## config.mk

```make
export PLATFORM = sky130hd
export DESIGN_NAME = text_image_frame_receiver_core_flat
export DESIGN_NICKNAME = d
export VERILOG_FILES = /design/src/sv/tifr_pkg.sv /design/src/sv/tifr_if.sv /design/src/sv/tifr_parser.sv /design/src/sv/text_image_frame_receiver_core.sv /design/src/flat_wrapper.sv
export SDC_FILE = /design/constraint.sdc
export NUM_CORES = 1
export LEC_CHECK = 0
export ABC_CLOCK_PERIOD_IN_PS = 13400
export BUFFER_PORTS_ARGS = -buffer_cell sky130_fd_sc_hd__buf_2
export CORE_MARGIN = 1.5
export CORE_UTILIZATION = 35
export DETAILED_ROUTE_END_ITERATION = 10
export MAX_ROUTING_LAYER = met4
export PLACE_DENSITY = 0.56
export SYNTH_ARGS = -nofsm -noshare
export SYNTH_HDL_FRONTEND = slang
export SYNTH_SLANG_ARGS = --single-unit
```

## constraint.sdc

```tcl
create_clock -name clk -period 13.4 [get_ports clk]
set_clock_uncertainty 0.15 [all_clocks]
set_input_delay 2.68 -clock clk [delete_from_list [all_inputs] [get_ports clk]]
set_output_delay 2.68 -clock clk [all_outputs]
set_load 0.05 [all_outputs]
```

## src/sv/tifr_pkg.sv

```systemverilog
// ---------------------------------------------------------------------------
// tifr_pkg: shared types and constants for the text/image frame receiver
// Event, phase, line matcher, key and header parser codes; helper functions.
// ---------------------------------------------------------------------------
package tifr_pkg;

  localparam int LEN_WIDTH_DEF = 24;

  localparam logic [1:0] EV_ACCEPT = 2'd0;
  localparam logic [1:0] EV_REJECT = 2'd1;
  localparam logic [1:0] EV_NEW    = 2'd2;

  localparam logic [1:0] PH_WAIT_JSON = 2'd0;
  localparam logic [1:0] PH_WAIT_HDR  = 2'd1;
  localparam logic [1:0] PH_READ      = 2'd2;
  localparam logic [1:0] PH_WAIT_END  = 2'd3;

  localparam logic [4:0] LM_START     = 5'd0;
  localparam logic [4:0] LM_DEAD      = 5'd1;
  localparam logic [4:0] LM_JSON_1    = 5'd2;
  localparam logic [4:0] LM_JSON_FULL = 5'd6;
  localparam logic [4:0] LM_JSON_OK   = 5'd7;
  localparam logic [4:0] LM_IMG_1     = 5'd8;
  localparam logic [4:0] LM_IMG_FULL  = 5'd13;
  localparam logic [4:0] LM_IMG_OK    = 5'd14;
  localparam logic [4:0] LM_END_1     = 5'd15;
  localparam logic [4:0] LM_END_2     = 5'd16;
  localparam logic [4:0] LM_END_OK    = 5'd17;

  localparam logic [3:0] KEY_FOUND = 4'd8;
  localparam logic [3:0] KEY_PLUS  = 4'd9;
  localparam logic [3:0] KEY_DIG   = 4'd10;
  localparam logic [3:0] KEY_DONE  = 4'd11;

  localparam logic [3:0] HP_WS_LEN  = 4'd0;
  localparam logic [3:0] HP_LEN_SGN = 4'd1;
  localparam logic [3:0] HP_LEN_DIG = 4'd2;
  localparam logic [3:0] HP_WS_CRC  = 4'd3;
  localparam logic [3:0] HP_CRC_SGN = 4'd4;
  localparam logic [3:0] HP_CRC_ZERO = 4'd5;
  localparam logic [3:0] HP_CRC_PFX = 4'd6;
  localparam logic [3:0] HP_CRC_DIG = 4'd7;
  localparam logic [3:0] HP_DONE    = 4'd8;

  localparam logic [7:0] CH_LF = 8'h0A;

  function automatic logic is_ws(input logic [7:0] c);
    is_ws = (c == 8'h20) || (c >= 8'h09 && c <= 8'h0D);
  endfunction

  function automatic logic is_dig(input logic [7:0] c);
    is_dig = (c >= "0") && (c <= "9");
  endfunction

  // hex value in [3:0], valid flag in [4]
  function automatic logic [4:0] hex_val(input logic [7:0] c);
    logic [7:0] d;
    begin
      d = 8'd0;
      hex_val = 5'd0;
      if (c >= "0" && c <= "9") begin
        d = c - 8'h30;
        hex_val = {1'b1, d[3:0]};
      end else if (c >= "a" && c <= "f") begin
        d = c - 8'h57;
        hex_val = {1'b1, d[3:0]};
      end else if (c >= "A" && c <= "F") begin
        d = c - 8'h37;
        hex_val = {1'b1, d[3:0]};
      end
    end
  endfunction

  function automatic logic [7:0] kw_json(input logic [4:0] m);
    case (m)
      5'd1: kw_json = "S";
      5'd2: kw_json = "O";
      5'd3: kw_json = "N";
      5'd4: kw_json = " ";
      default: kw_json = "J";
    endcase
  endfunction

  function automatic logic [7:0] kw_image(input logic [4:0] m);
    case (m)
      5'd1: kw_image = "M";
      5'd2: kw_image = "A";
      5'd3: kw_image = "G";
      5'd4: kw_image = "E";
      5'd5: kw_image = " ";
      default: kw_image = "I";
    endcase
  endfunction

  function automatic logic [7:0] kw_key(input logic [3:0] k);
    case (k)
      4'd1: kw_key = "f";
      4'd2: kw_key = "r";
      4'd3: kw_key = "a";
      4'd4: kw_key = "m";
      4'd5: kw_key = "e";
      4'd6: kw_key = 8'h22;
      4'd7: kw_key = ":";
      default: kw_key = 8'h22;
    endcase
  endfunction

  function automatic logic [31:0] crc_byte(input logic [31:0] crc, input logic [7:0] b);
    logic [31:0] x;
    begin
      x = crc ^ {24'd0, b};
      for (int i = 0; i < 8; i++)
        x = x[0] ? ((x >> 1) ^ 32'hEDB88320) : (x >> 1);
      crc_byte = x;
    end
  endfunction

endpackage

```

## src/sv/tifr_if.sv

```systemverilog
// ---------------------------------------------------------------------------
// tifr_byte_if / tifr_res_if: valid/ready channels of the frame receiver
// Byte input channel and result channel.
// ---------------------------------------------------------------------------
interface tifr_byte_if;
  logic       valid;
  logic       ready;
  logic [7:0] rx_byte;
  modport source (output valid, output rx_byte, input ready);
  modport sink   (input valid, input rx_byte, output ready);
endinterface

interface tifr_res_if;
  logic        valid;
  logic        ready;
  logic [1:0]  event_res;
  logic [31:0] frame_number;
  logic [23:0] payload_count;
  logic [31:0] computed_crc;
  modport source (output valid, output event_res, output frame_number,
                  output payload_count, output computed_crc, input ready);
  modport sink   (input valid, input event_res, input frame_number,
                  input payload_count, input computed_crc, output ready);
endinterface

```

## src/sv/tifr_parser.sv

```systemverilog
// ---------------------------------------------------------------------------
// tifr_parser: per-byte line matcher, key/header parser and frame control
// Updates all frame state for one registered byte and forms the result.
// ---------------------------------------------------------------------------
module tifr_parser #(
  parameter int LEN_WIDTH = tifr_pkg::LEN_WIDTH_DEF
) (
  input  logic        clk,
  input  logic        rst,
  input  logic        step,
  input  logic [7:0]  c,
  output logic        res_valid,
  output logic [1:0]  res_event,
  output logic [31:0] res_frame,
  output logic [23:0] res_count,
  output logic [31:0] res_crc
);
  import tifr_pkg::*;

  localparam logic [LEN_WIDTH-1:0] LEN_MAX = {LEN_WIDTH{1'b1}};

  logic [1:0]  phase, phase_next;
  logic [4:0]  lm, lm_next;
  logic [3:0]  key, key_next;
  logic [3:0]  hp, hp_next;
  logic [LEN_WIDTH-1:0] exp_len, exp_len_next;
  logic [31:0] exp_crc, exp_crc_next;
  logic [31:0] run_crc, run_crc_next;
  logic [31:0] cap_cnt, cap_cnt_next;
  logic [31:0] cur_frame, cur_frame_next;
  logic [31:0] pend_frame, pend_frame_next;
  logic [LEN_WIDTH-1:0] pend_len, pend_len_next;
  logic [31:0] pend_crc, pend_crc_next;

  logic [4:0]  h;
  logic [3:0]  dv;
  logic [LEN_WIDTH+3:0] len_x10;
  logic [31:0] crc_fin;

  assign h = hex_val(c);
  assign dv = c[3:0];
  assign len_x10 = {4'd0, pend_len} * (LEN_WIDTH+4)'(10) + {{LEN_WIDTH{1'b0}}, dv};
  assign crc_fin = ~run_crc;

  always_comb begin
    phase_next = phase; lm_next = lm; key_next = key; hp_next = hp;
    exp_len_next = exp_len; exp_crc_next = exp_crc; run_crc_next = run_crc;
    cap_cnt_next = cap_cnt; cur_frame_next = cur_frame;
    pend_frame_next = pend_frame; pend_len_next = pend_len; pend_crc_next = pend_crc;
    res_valid = 1'b0; res_event = EV_NEW; res_frame = cur_frame;
    res_count = 24'd0; res_crc = 32'd0;

    if (phase == PH_READ) begin
      run_crc_next = crc_byte(run_crc, c);
      if (cap_cnt != 32'hFFFF_FFFF) cap_cnt_next = cap_cnt + 32'd1;
      if (cap_cnt_next >= {{(32-LEN_WIDTH){1'b0}}, exp_len}) phase_next = PH_WAIT_END;
    end else if (c != CH_LF) begin
      // line keyword matcher
      if (lm == LM_START) begin
        if (!is_ws(c))
          lm_next = (c == "J") ? LM_JSON_1 : (c == "I") ? LM_IMG_1 :
                    (c == "E") ? LM_END_1 : LM_DEAD;
      end else if (lm >= LM_JSON_1 && lm <= 5'd5) begin
        lm_next = (c == kw_json(lm - 5'd1)) ? lm + 5'd1 : LM_DEAD;
      end else if (lm == LM_JSON_FULL || lm == LM_IMG_FULL) begin
        if (!is_ws(c)) lm_next = lm + 5'd1;
      end else if (lm >= LM_IMG_1 && lm <= 5'd12) begin
        lm_next = (c == kw_image(lm - 5'd7)) ? lm + 5'd1 : LM_DEAD;
      end else if (lm == LM_END_1) begin
        lm_next = (c == "N") ? LM_END_2 : LM_DEAD;
      end else if (lm == LM_END_2) begin
        lm_next = (c == "D") ? LM_END_OK : LM_DEAD;
      end else if (lm == LM_END_OK) begin
        if (!is_ws(c)) lm_next = LM_DEAD;
      end

      if (lm == LM_JSON_FULL || lm == LM_JSON_OK) begin
        if (key < KEY_FOUND) begin
          if (c == kw_key(key)) begin
            key_next = key + 4'd1;
            if (key == 4'd7) pend_frame_next = 32'd0;
          end else if (key == 4'd7 && c == "f") key_next = 4'd2;
          else key_next = (c == 8'h22) ? 4'd1 : 4'd0;
        end else if (key == KEY_FOUND) begin
          if (!is_ws(c)) begin
            if (c == "+") key_next = KEY_PLUS;
            else if (is_dig(c)) begin
              pend_frame_next = {28'd0, dv}; key_next = KEY_DIG;
            end else key_next = KEY_DONE;
          end
        end else if (key == KEY_PLUS) begin
          if (is_dig(c)) begin
            pend_frame_next = {28'd0, dv}; key_next = KEY_DIG;
          end else key_next = KEY_DONE;
        end else if (key == KEY_DIG) begin
          if (is_dig(c)) pend_frame_next = pend_frame * 32'd10 + {28'd0, dv};
          else key_next = KEY_DONE;
        end
      end else if (lm == LM_IMG_FULL || lm == LM_IMG_OK) begin
        case (hp)
          HP_WS_LEN: if (!is_ws(c)) begin
            if (c == "+") hp_next = HP_LEN_SGN;
            else if (is_dig(c)) begin
              pend_len_next = LEN_WIDTH'(dv); hp_next = HP_LEN_DIG;
            end else hp_next = HP_DONE;
          end
          HP_LEN_SGN: if (is_dig(c)) begin
            pend_len_next = LEN_WIDTH'(dv); hp_next = HP_LEN_DIG;
          end else hp_next = HP_DONE;
          HP_LEN_DIG, HP_WS_CRC: begin
            if (hp == HP_LEN_DIG && is_dig(c)) begin
              pend_len_next = (len_x10 > {4'd0, LEN_MAX}) ? LEN_MAX
                              : len_x10[LEN_WIDTH-1:0];
            end else begin
              hp_next = HP_WS_CRC;
              if (!is_ws(c)) begin
                if (c == "+") hp_next = HP_CRC_SGN;
                else if (c == "0") begin
                  pend_crc_next = 32'd0; hp_next = HP_CRC_ZERO;
                end else if (h[4]) begin
                  pend_crc_next = {28'd0, h[3:0]}; hp_next = HP_CRC_DIG;
                end else hp_next = HP_DONE;
              end
            end
          end
          HP_CRC_SGN: begin
            if (c == "0") begin
              pend_crc_next = 32'd0; hp_next = HP_CRC_ZERO;
            end else if (h[4]) begin
              pend_crc_next = {28'd0, h[3:0]}; hp_next = HP_CRC_DIG;
            end else hp_next = HP_DONE;
          end
          HP_CRC_ZERO: begin
            if (c == "x" || c == "X") hp_next = HP_CRC_PFX;
            else if (h[4]) begin
              pend_crc_next = {28'd0, h[3:0]}; hp_next = HP_CRC_DIG;
            end else hp_next = HP_DONE;
          end
          HP_CRC_PFX: begin
            if (h[4]) begin
              pend_crc_next = {28'd0, h[3:0]}; hp_next = HP_CRC_DIG;
            end else hp_next = HP_DONE;
          end
          HP_CRC_DIG: begin
            if (h[4]) pend_crc_next = {pend_crc[27:0], h[3:0]};
            else hp_next = HP_DONE;
          end
          default: ;
        endcase
      end
    end else begin
      // end of line
      if (lm == LM_JSON_OK) begin
        exp_len_next = '0; exp_crc_next = 32'd0; run_crc_next = 32'hFFFF_FFFF;
        cap_cnt_next = 32'd0;
        if (key >= KEY_FOUND) cur_frame_next = pend_frame;
        phase_next = PH_WAIT_HDR;
        res_valid = 1'b1; res_event = EV_NEW; res_frame = cur_frame_next;
      end else if (phase == PH_WAIT_HDR && lm == LM_IMG_OK) begin
        exp_len_next = pend_len; exp_crc_next = pend_crc;
        run_crc_next = 32'hFFFF_FFFF; cap_cnt_next = 32'd0;
        phase_next = PH_READ;
      end else if (phase == PH_WAIT_END && lm == LM_END_OK) begin
        res_valid = 1'b1;
        res_event = (crc_fin == exp_crc) ? EV_ACCEPT : EV_REJECT;
        res_count = cap_cnt[23:0]; res_crc = crc_fin;
        exp_len_next = '0; exp_crc_next = 32'd0; run_crc_next = 32'hFFFF_FFFF;
        cap_cnt_next = 32'd0; phase_next = PH_WAIT_JSON;
      end
      lm_next = LM_START; key_next = 4'd0; hp_next = HP_WS_LEN;
      pend_frame_next = 32'd0; pend_len_next = '0; pend_crc_next = 32'd0;
    end
  end

  always_ff @(posedge clk) begin
    if (rst) begin
      phase <= PH_WAIT_JSON; lm <= LM_START; key <= 4'd0; hp <= HP_WS_LEN;
      exp_len <= '0; exp_crc <= 32'd0; run_crc <= 32'hFFFF_FFFF; cap_cnt <= 32'd0;
      cur_frame <= 32'd0; pend_frame <= 32'd0; pend_len <= '0; pend_crc <= 32'd0;
    end else if (step) begin
      phase <= phase_next; lm <= lm_next; key <= key_next; hp <= hp_next;
      exp_len <= exp_len_next; exp_crc <= exp_crc_next; run_crc <= run_crc_next;
      cap_cnt <= cap_cnt_next; cur_frame <= cur_frame_next;
      pend_frame <= pend_frame_next; pend_len <= pend_len_next; pend_crc <= pend_crc_next;
    end
  end
endmodule

```

## src/sv/text_image_frame_receiver_core.sv

```systemverilog
// ---------------------------------------------------------------------------
// text_image_frame_receiver_core: line-oriented text/image frame receiver
// Parses JSON/IMAGE/END lines, captures and CRC-checks the payload.
// ---------------------------------------------------------------------------
// Usage:
//   in  : one received byte per transaction (rx_byte).
//   out : at most one result per byte: new frame (on a JSON line end),
//         accept or reject (on an END line end), with frame id, payload
//         count and computed CRC.
//   A byte is registered on accept and parsed from the input register;
//   its result is loaded into the output register when the input stage
//   advances, and out valid then rises.
//   Throughput: one byte per cycle while the output is not stalled; the
//   byte-wide CRC and the line matchers are combinational.
//   Reset (rst, synchronous) empties both registers and returns the
//   parser to waiting for a JSON line with frame id 0.
//   A stalled receiver holds the result; the input register then drains
//   into the output register only when it is empty or being read, and
//   the byte channel backs up one stage later.
// ---------------------------------------------------------------------------
module text_image_frame_receiver_core #(
  parameter int LEN_WIDTH = tifr_pkg::LEN_WIDTH_DEF
) (
  input logic clk,
  input logic rst,
  tifr_byte_if.sink  in_ch,
  tifr_res_if.source out_ch
);
  import tifr_pkg::*;

  logic        in_full;
  logic [7:0]  in_byte;
  logic        step;
  logic        r_valid;
  logic [1:0]  r_event;
  logic [31:0] r_frame;
  logic [23:0] r_count;
  logic [31:0] r_crc;
  logic        out_full;

  // input stage advances when the output register can take a result
  assign step = in_full && (!out_full || out_ch.ready);
  assign in_ch.ready = !in_full || step;

  always_ff @(posedge clk) begin
    if (rst) in_full <= 1'b0;
    else if (in_ch.ready) in_full <= in_ch.valid;
    if (in_ch.valid && in_ch.ready) in_byte <= in_ch.rx_byte;
  end

  tifr_parser #(.LEN_WIDTH(LEN_WIDTH)) u_parser (
    .clk(clk), .rst(rst), .step(step), .c(in_byte),
    .res_valid(r_valid), .res_event(r_event), .res_frame(r_frame),
    .res_count(r_count), .res_crc(r_crc)
  );

  always_ff @(posedge clk) begin
    if (rst) out_full <= 1'b0;
    else if (step) out_full <= r_valid;
    else if (out_ch.ready) out_full <= 1'b0;
    if (step && r_valid) begin
      out_ch.event_res     <= r_event;
      out_ch.frame_number  <= r_frame;
      out_ch.payload_count <= r_count;
      out_ch.computed_crc  <= r_crc;
    end
  end

  assign out_ch.valid = out_full;

  a_no_step_stall: assert property (@(posedge clk) disable iff (rst)
    out_full && !out_ch.ready |-> !step) else $error("step into stalled output");
  a_hold: assert property (@(posedge clk) disable iff (rst)
    out_full && !out_ch.ready |=> out_full && $stable(out_ch.frame_number))
    else $error("result lost under stall");
  a_new_frame_zero: assert property (@(posedge clk) disable iff (rst)
    out_full && out_ch.event_res == EV_NEW |-> out_ch.payload_count == 24'd0)
    else $error("new frame event with payload count");
endmodule
```

## src/flat_wrapper.sv

```systemverilog
// flat-port wrapper written by rule: the top's interface ports become plain ports
module text_image_frame_receiver_core_flat import tifr_pkg::*;
#(
  parameter int LEN_WIDTH = tifr_pkg::LEN_WIDTH_DEF
)
  (clk, rst, in_ch_valid, in_ch_rx_byte, in_ch_ready, out_ch_valid, out_ch_event_res, out_ch_frame_number, out_ch_payload_count, out_ch_computed_crc, out_ch_ready);
  tifr_byte_if in_ch_i ();
  tifr_res_if out_ch_i ();
  input logic clk;
  input logic rst;
  input wire logic [$bits(in_ch_i.valid)-1:0] in_ch_valid;
  input wire logic [$bits(in_ch_i.rx_byte)-1:0] in_ch_rx_byte;
  output wire logic [$bits(in_ch_i.ready)-1:0] in_ch_ready;
  output wire logic [$bits(out_ch_i.valid)-1:0] out_ch_valid;
  output wire logic [$bits(out_ch_i.event_res)-1:0] out_ch_event_res;
  output wire logic [$bits(out_ch_i.frame_number)-1:0] out_ch_frame_number;
  output wire logic [$bits(out_ch_i.payload_count)-1:0] out_ch_payload_count;
  output wire logic [$bits(out_ch_i.computed_crc)-1:0] out_ch_computed_crc;
  input wire logic [$bits(out_ch_i.ready)-1:0] out_ch_ready;
  assign in_ch_i.valid = in_ch_valid;
  assign in_ch_i.rx_byte = in_ch_rx_byte;
  assign in_ch_ready = in_ch_i.ready;
  assign out_ch_valid = out_ch_i.valid;
  assign out_ch_event_res = out_ch_i.event_res;
  assign out_ch_frame_number = out_ch_i.frame_number;
  assign out_ch_payload_count = out_ch_i.payload_count;
  assign out_ch_computed_crc = out_ch_i.computed_crc;
  assign out_ch_i.ready = out_ch_ready;
  text_image_frame_receiver_core #(.LEN_WIDTH(LEN_WIDTH)) u_core (.clk(clk), .rst(rst), .in_ch(in_ch_i), .out_ch(out_ch_i));
endmodule
```

Yosys cells after proc, flatten, opt, wreduce, memory -nomap -nowiden
Index checks and enable logic that the tools add are counted.

Output and inout port bits: 92. Register bits: 355.

Add/subtract/negate cells: 10. $lt $le $gt $ge: 16. Eq/ne operators: 81. Bitwise operators: 13. $mul: 2. Reductions and logical operators: 38. Mux-type cells: 140.

Operator list (count): 32-bit 2-to-1 mux (48); 24-bit 2-to-1 mux (11); 32-bit case mux with 5 select lines (1); 8-bit 2-to-1 mux (14); 13-bit NOT with 14-bit output (8); 4-bit 2-to-1 mux (25); 5-bit 2-to-1 mux (18); 24-bit case mux with 3 select lines (1); 8-bit by 7-bit == test with 1-bit output (second input constant) (8); 7-bit case mux with 6 select lines (1); 7-bit case mux with 5 select lines (1); 32-bit by 1-bit adder with 32-bit output (second input constant) (1); 32-bit by 4-bit adder with 32-bit output (1); 32-bit == test (1); 8-bit by 6-bit == test with 1-bit output (second input constant) (4); 32-bit by 24-bit greater-or-equal comparator with 1-bit output (1); 32-bit by 3-bit multiplier with 31-bit output (second input constant) (1); 32-bit inequality test (second input constant) (1); 32-bit NOT (1); 32-bit by 8-bit bitwise XOR with 32-bit output (1); 3-bit inequality test (second input constant) (10); 28-bit by 4-bit adder with 28-bit output (1); 4-bit by 3-bit == test with 1-bit output (second input constant) (7); 28-bit by 24-bit > comparator with 1-bit output (second input constant) (1); 62 further kinds (133).

Longest topological paths before layout
Gate-level depths: netlist of run 1.

Depth after elaboration: 18. Gate-level depth with buffers: 18. Gate-level depth less buffers: 18.

Cells and area by module
A second synthesis of run 1 with hierarchy kept.

Cells, all modules: 2437. Area total of the unflattened synthesis: 21927.3 sq um.

Modules (own cells, without submodules): tifr_parser (cells each 2328, times used 1, sequential area each 5104.9 sq um, area an instance 18881.9 sq um); text_image_frame_receiver_core (cells each 109, times used 1, sequential area each 2982.9 sq um, area an instance 3045.4 sq um).

Least setup slack after synthesis of run 1
Ideal clock, no wire load.

Kind: input-to-reg. Start: input out_ch_ready. End: register u_core.out_ch.computed_crc[0], enable pin. Buffers on the path: 3. Arrival: 5953 ps. Cell stages on the path: 9. Slack: 6854 ps. Cells stage by stage: nand2b_1 > and2_1 > clkbuf_1 > nand2_1 > nor2_1 > clkbuf_1 > buf_1 > nand2_1 > inv_1.

Cells in the longest elaborated chain, start to end: 3.

RTL lines: start, declared (RTL line flat_wrapper.sv:19) `input wire logic [$bits(out_ch_i.ready)-1:0] out_ch_ready;`; 1-bit logical OR (RTL line text_image_frame_receiver_core.sv:42) `assign step = in_full && (!out_full || out_ch.ready);`; 1-bit logical AND (RTL line text_image_frame_receiver_core.sv:42); 1-bit logical AND (RTL line text_image_frame_receiver_core.sv:61) `if (step && r_valid) begin`; end signal, assigned (RTL line text_image_frame_receiver_core.sv:65) `out_ch.computed_crc <= r_crc;`; end, declared (RTL line tifr_if.sv:21) `output payload_count, output computed_crc, input ready);`.

No other way between the ends. A chain may end at the register's enable or synchronous reset.

Worst setup path in the final report of run 1
Start: input out_ch_ready. End: output in_ch_ready.

Cells in the longest elaborated chain, start to end: 3.

RTL lines: 1-bit logical OR (RTL line text_image_frame_receiver_core.sv:42); 1-bit logical AND (RTL line text_image_frame_receiver_core.sv:42); 1-bit logical OR (RTL line text_image_frame_receiver_core.sv:43) `assign in_ch.ready = !in_full || step;`; end, declared (RTL line flat_wrapper.sv:13) `output wire logic [$bits(in_ch_i.ready)-1:0] in_ch_ready;`.

No other way between the ends.

==> results.py, run 1 <==
metrics = {
    "sta": {
        "min_period_ns": 6.02,
        "post-route-period-util_pct": 44.9,
        "slew_viol_final": 0,
        "grt_setup_unrepaired": "no",
        "maxSlewHeadroom_pct": 18.6,
        "setup_tns_ns": 0,
        "worst_pin_slew_ns": 1.21,
        "hold_violations": 0,
        "max_clock_freq_mhz": 166,
        "fin_ws_ns": 7.38,
        "setup_viol": 0,
    },
    "route": {
        "drt_pre_antenna_iters": 5,
        "drc": 0,
        "vias_per_cell": 5.41,
        "first_iter_violations": 1258,
        "post_drt_wl_per_cell_microns": 17.3,
        "routed_wl_microns": 59700,
        "ant_nets": 0,
        "vias": 18727,
    },
    "die": {
        "start_util_pct": 35.3,
        "die_h_microns": 252,
        "rows": 91,
        "ios": 104,
        "coreArea_sq_um": 61600,
        "die-area_sq_um": 63600,
        "die_w_microns": 252,
    },
    "synthesis": {
        "synth_xor_area_share_pct": 9.01,
        "synth_area_leaders": "dfxtp_1, edfxtp_1, ha_1",
        "async_flop_share_pct": 0,
        "synth-edff-count": 98,
        "ys_warn_count": 0,
        "synth_top_area_share_pct": 23.7,
        "synthAdderAreaFrac_pct": 8.77,
        "synth-simple-area-share_pct": 21.7,
        "synthCells": 2574,
        "synth_ff_type": "dfxtp_1",
        "synth.distinct_cells": 91,
        "synth_mux_area_share_pct": 2.08,
        "syn_avg_cell_area_sq_um": 8.45,
        "synth_top_family_by_area": "simple AND/OR/NAND/NOR gates",
        "synth_compound_area_share_pct": 17.5,
        "synth_nets": 2736,
        "synth_top_cell_by_area": "dfxtp_1",
        "synth_most_common_cell": "nand2_1",
        "syn_area_sq_um": 21700,
        "synth_commonest_cells": "nand2_1, dfxtp_1, nor2_1, a21oi_1, ha_1",
        "yosysSeqAreaShare_pct": 37.2,
        "synth_seq_cells": 355,
    },
    "critical_path": {
        "cp_common_cell": "buf_2",
        "end_kind": "primary output",
        "cp-start-kind": "input port",
        "arrival_ns": 3.19,
        "crit_fanout": 3,
        "crit_required_ns": 10.57,
        "worstPathCellList": "buf_2 -> nand3b_1 -> buf_2",
        "slowest_delay_ns": 0.23,
        "path_class": "in2out",
        "crit_slowest_cell": "buf_2",
    },
    "final_layout": {
        "fin_nets": 2756,
        "layout.area.seq_sq_um": 8090,
        "fillers": 6181,
        "drive_above_1_share_pct": 9.91,
        "n_antenna_cell": 0,
        "syn_to_final_growth_pct": 11.0,
        "multi_input_area_sq_um": 12900,
    },
    "cts": {
        "insertion_delay_ns": 0.57,
        "cts_setup_buffers": 0,
        "ctsResizeCount": 0,
        "numCtsBuffers": 39,
        "h-tree-depth": 2,
        "clkSinkCount": 355,
        "clk_pin_slew_worst_paths_ns": 0.06,
        "cts_root_buffer": "clkbuf_16",
        "clk_path_buf_depth": 3,
        "postCtsHoldBufs": 0,
        "cts_tree": "yes",
    },
    "grt": {
        "grt_max_degree": 80,
        "grt_overflow": 0,
        "antenna_found_initial": 0,
        "track_usage_pct": 19.0,
        "grt_pass1_wl_microns": 96100,
        "grt_pass1_vias": 17822,
    },
    "pwr": {
        "intPower_mw": 1.70,
        "swShare_pct": 24.3,
        "comb_power_share_pct": 5.6,
        "p_seq_share_pct": 49.3,
        "p_sw_mw": 0.547,
        "peakVddDrop_v": 0.0000614,
        "p_per_area_nw_per_um2": 93.0,
        "clockPowerShare_pct": 45.1,
        "p_leak_nw": 9.39,
    },
    "place": {
        "dpl.hpwl_microns": 42800,
        "gp_congestion": 0.926,
        "io_buffers": 103,
        "place_ws_ns": 7.20,
    },
    "flow_run": {
        "maxCapViolations": 0,
    },
    "outcome": {
        "outcome": "complete, no violations",
    },
    "min_path": {
        "hold_path_class": "reg2reg",
    },
}
==> registers in the layout (all words and copies together), names as in the netlist, 24 cells and up <==
register	flops
u_core.out_ch.computed_crc	32
u_core.out_ch.frame_number	32
u_core.u_parser.cap_cnt	32
u_core.u_parser.cur_frame	32
u_core.u_parser.exp_crc	32
u_core.u_parser.pend_crc	32
u_core.u_parser.pend_frame	32
u_core.u_parser.run_crc	32
u_core.out_ch.payload_count	24
u_core.u_parser.exp_len	24
u_core.u_parser.pend_len	24
==> routing by layer <==
| layer | routed length (microns) | GRT usage [%] | share of wire, % |
|---|---|---|---|
| met1 | 27700 | 24.9 | 46 |
| met2 | 28000 | 30.6 | 47 |
| met3 | 2810 | 2.71 | 4.7 |
| met4 | 1250 | 5.25 | 2.1 |
| met5 | 0 | - | 0 |
==> logic make-up after synthesis <==
kind of cell,after synthesis
AND/OR/NAND/NOR,987
AO/OA/AOI/OAI,610
flip-flops,355
XOR/XNOR,223
buffers and inverters,208
adder cells (fa/ha/maj),150
multiplexers,41
==> placed cells by master (no fill, tap or decap), drive strengths merged, types with 84 or more instances in the layout <==
master	count
edfxtp	98
nor3	84
ha	146
xor2	107
a21oi	226
xnor2	116
buf	128
nor2	256
dfxtp	257
o21ai	131
nand2	299
nand3	113
==> power by group through the flow <==
stage                     logic (mW)  registers [mW]  clock network (mW)
after global routing           0.137            1.11                1.08
after CTS                      0.126            1.11                1.04
final                          0.126            1.11                1.01
after global placement         0.125            1.13                   0
after detailed placement       0.126            1.13                   0
after floorplan               0.0975            1.13                   0
==> worst max-delay path: cells and delay by family <==
| family | cells | cell delay (ns) |
|---|---|---|
| buf+inv | 2 | 0.33 |
| simple gates | 1 | 0.17 |
==> cell type report <==
| class | count | area share, % |
|---|---|---|
| clock buffers | 51 | 4.32 |
| clock inverters | 20 | 0.544 |
| repair buffers | 128 | 2.94 |
| inverters | 59 | 0.928 |
| multi-input cells | 2011 | 53.4 |
| well taps | 837 | 4.34 |
| flip-flops and latches | 355 | 33.5 |
==> path summary, 6_finish.rpt <==
path / startpoint / slack (ns) / cells after the start / to
worst min register to register: u_core.u_parser.cur_frame[19] / 0.30 / 2 / u_core.u_parser.cur_frame[19]
worst min-delay path: u_core.u_parser.cur_frame[19] / 0.30 / 2 / u_core.u_parser.cur_frame[19]
worst max register to register: u_core.u_parser.cap_cnt[18] / 8.41 / 18 / u_core.u_parser.phase[0]
worst max-delay path: out_ch_ready / 7.38 / 3 / in_ch_ready
==> stage by stage <==
stage / utilization (%) / hold WS (ns) / power, mW / cell area, sq um / cells
after floorplan: - / 0.270 / 1.22 / 21700 / 2574
after global placement: 37.3 / 0.289 / 1.25 / 23000 / 3390
after detailed placement: 37.3 / 0.294 / 1.26 / 23000 / 3390
after CTS: 39.2 / 0.301 / 2.27 / 24100 / 3461
after global routing: 39.2 / 0.317 / 2.32 / 24100 / 3461
final: 39.2 / 0.301 / 2.24 / 24100 / 3461
(Power assumes the default switching activity.)
==> inputs of run 2 (changes only) <==
--- a/config.mk
+++ b/config.mk
@@ -5,7 +5,7 @@
 export SDC_FILE = /design/constraint.sdc
 export NUM_CORES = 1
 export LEC_CHECK = 0
-export ABC_CLOCK_PERIOD_IN_PS = 13400
+export ABC_CLOCK_PERIOD_IN_PS = 5860
 export BUFFER_PORTS_ARGS = -buffer_cell sky130_fd_sc_hd__buf_2
 export CORE_MARGIN = 1.5
 export CORE_UTILIZATION = 35
==> constraint.sdc (replaced) <==
create_clock -name clk -period 5.86 [get_ports clk]
set_clock_uncertainty 0.15 [all_clocks]
set_input_delay 1.172 -clock clk [delete_from_list [all_inputs] [get_ports clk]]
set_output_delay 1.172 -clock clk [all_outputs]
set_load 0.05 [all_outputs]
==> results.py, run 2 (synthesized netlist as in run 1, its figures left out) <==
metrics = {
    "outcome": {
        "outcome": "complete, no violations",
    },
    "sta": {
        "grt_setup_unrepaired": "no",
        "whs_ns": 0.300,
        "max_clock_freq_mhz": 212,
        "setup_viol": 0,
        "maxSlewHeadroom_pct": 29.1,
        "setup_tns_ns": 0,
        "slew_viol_final": 0,
        "worst_pin_slew_ns": 1.06,
        "post-route-period-util_pct": 80.4,
        "min_period_ns": 4.71,
        "hold_violations": 0,
    },
    "route": {
        "vias_per_cell": 5.40,
        "vias": 18725,
        "first_iter_violations": 1308,
        "routed_wl_microns": 60200,
        "drt_pre_antenna_iters": 5,
        "post_drt_wl_per_cell_microns": 17.4,
        "ant_nets": 0,
        "drc": 0,
    },
    "critical_path": {
        "end_kind": "register",
        "crit_required_ns": 6.16,
        "reg2reg_to": "u_core.u_parser.phase[0]",
        "crit_fanout": 10,
        "r2r_start": "u_core.u_parser.cap_cnt[18]",
        "arrival_ns": 5.01,
        "r2r_slack_ns": 1.15,
        "cp-start-kind": "register",
        "path_class": "reg2reg",
        "rr_worst_depth": 16,
    },
    "die": {
        "ios": 104,
        "die_h_microns": 252,
        "start_util_pct": 35.3,
        "die-area_sq_um": 63600,
        "rows": 91,
        "die_w_microns": 252,
        "coreArea_sq_um": 61600,
    },
    "cts": {
        "ctsResizeCount": 0,
        "clk_pin_slew_worst_paths_ns": 0.07,
        "insertion_delay_ns": 0.59,
        "postCtsHoldBufs": 0,
        "cts_root_buffer": "clkbuf_16",
        "cts_tree": "yes",
        "clkSinkCount": 355,
        "clk_path_buf_depth": 3,
        "cts_setup_buffers": 0,
        "h-tree-depth": 2,
        "numCtsBuffers": 39,
    },
    "final_layout": {
        "n_antenna_cell": 0,
        "drive_above_1_share_pct": 10.3,
        "fin_nets": 2761,
        "fillers": 6213,
        "layout_commonest_cell": "nand2_1",
        "syn_to_final_growth_pct": 12.0,
        "final_cell_mix": "nand2_1, dfxtp_1, nor2_1",
    },
    "place": {
        "io_buffers": 103,
        "gp_congestion": 0.899,
        "dpl.hpwl_microns": 43200,
    },
    "pwr": {
        "peakVddDrop_v": 0.000210,
        "p_leak_nw": 9.50,
        "p_per_area_nw_per_um2": 221,
    },
    "min_path": {
        "hold_path_class": "reg2reg",
        "hold_start": "u_core.u_parser.exp_len[13]",
        "min_to": "u_core.u_parser.exp_len[13]",
        "hold_path_depth": 2,
    },
    "grt": {
        "track_usage_pct": 19.2,
        "grt_pass1_wl_microns": 96600,
        "antenna_found_initial": 0,
        "grt_pass1_vias": 17652,
        "grt_max_degree": 80,
        "grt_overflow": 0,
    },
    "flow_run": {
        "maxCapViolations": 0,
    },
}
## run 2: changes by cell type in the layout (fill, tap and decap cells not counted), moves of 2 or more
cell / previous run / this run
clkinv_1: 5 / 0
buf_4: 25 / 29
clkinv_2: 8 / 3
bufinv_16: 0 / 4
inv_6: 0 / 2
clkbuf_8: 0 / 8
clkinv_4: 3 / 1
## run 2: critical path, cell delays in order (launching register included)
cell and delay [ns]:
dfxtp_1 0.44, and3_1 0.25, nand4_1 0.23, or3_1 0.46, nor4_4 0.52, nor2_1 0.18, and3_1 0.27, and3_1 0.20
xor2_1 0.25, ha_1 0.31, nand3_1 0.08, nor3_1 0.06, a2111oi_0 0.35, o21ai_0 0.16, or4_1 0.41, a211oi_1 0.18
a21oi_1 0.09
## run 2: worst max path at each step
stage | depth (start not counted) | end | start
after floorplan | 9 | u_core.out_ch.computed_crc[0] | out_ch_ready
after global placement | 18 | u_core.u_parser.phase[0] | u_core.u_parser.cap_cnt[18]
after detailed placement | 16 | u_core.u_parser.phase[0] | u_core.u_parser.cap_cnt[18]
after CTS | 16 | u_core.u_parser.phase[0] | u_core.u_parser.cap_cnt[18]
after global routing | 18 | u_core.u_parser.phase[0] | u_core.u_parser.cap_cnt[18]
final | 16 | u_core.u_parser.phase[0] | u_core.u_parser.cap_cnt[18]
## run 2: report_power, final
group          internal (mW)  leakage (nW)  switching, mW
sequential              2.51          3.19         0.0270
combinational          0.101          5.66          0.175
clock                   1.53         0.656           1.05
total                   4.14          9.50           1.25
## run 2: stage by stage
stage                     cell area, sq um  std cells  utilization (%)  total power [mW]  worst slack [ns]
final                                24400       3467             39.5              5.39              1.15
after floorplan                      21700       2574                -              2.80             0.822
after CTS                            24400       3467             39.5              5.46              1.22
after global placement               23000       3395             37.4              2.87              1.29
after detailed placement             23000       3395             37.4              2.87              1.25
after global routing                 24400       3467             39.5              5.57             0.732
## run 2: metal layers
metal / part of all wire, % / vias up / GRT usage, %
met1: 47 / 8977 / 25.6
met3: 3.7 / 89 / 2.16
met2: 47 / 398 / 30.9
met5: 0 / - / -
li1: - / 9261 / -
met4: 2.2 / 0 / 5.00
## run 2: final cells by class
type / instances / area [sq um] / area share, %
inverter: 59 / 224 / 0.919
multi-input combinational: 2011 / 12900 / 52.9
tap: 837 / 1050 / 4.30
clock buffer: 60 / 1140 / 4.66
clock inverter: 12 / 208 / 0.853
sequential: 355 / 8090 / 33.2
timing repair buffer: 133 / 759 / 3.12
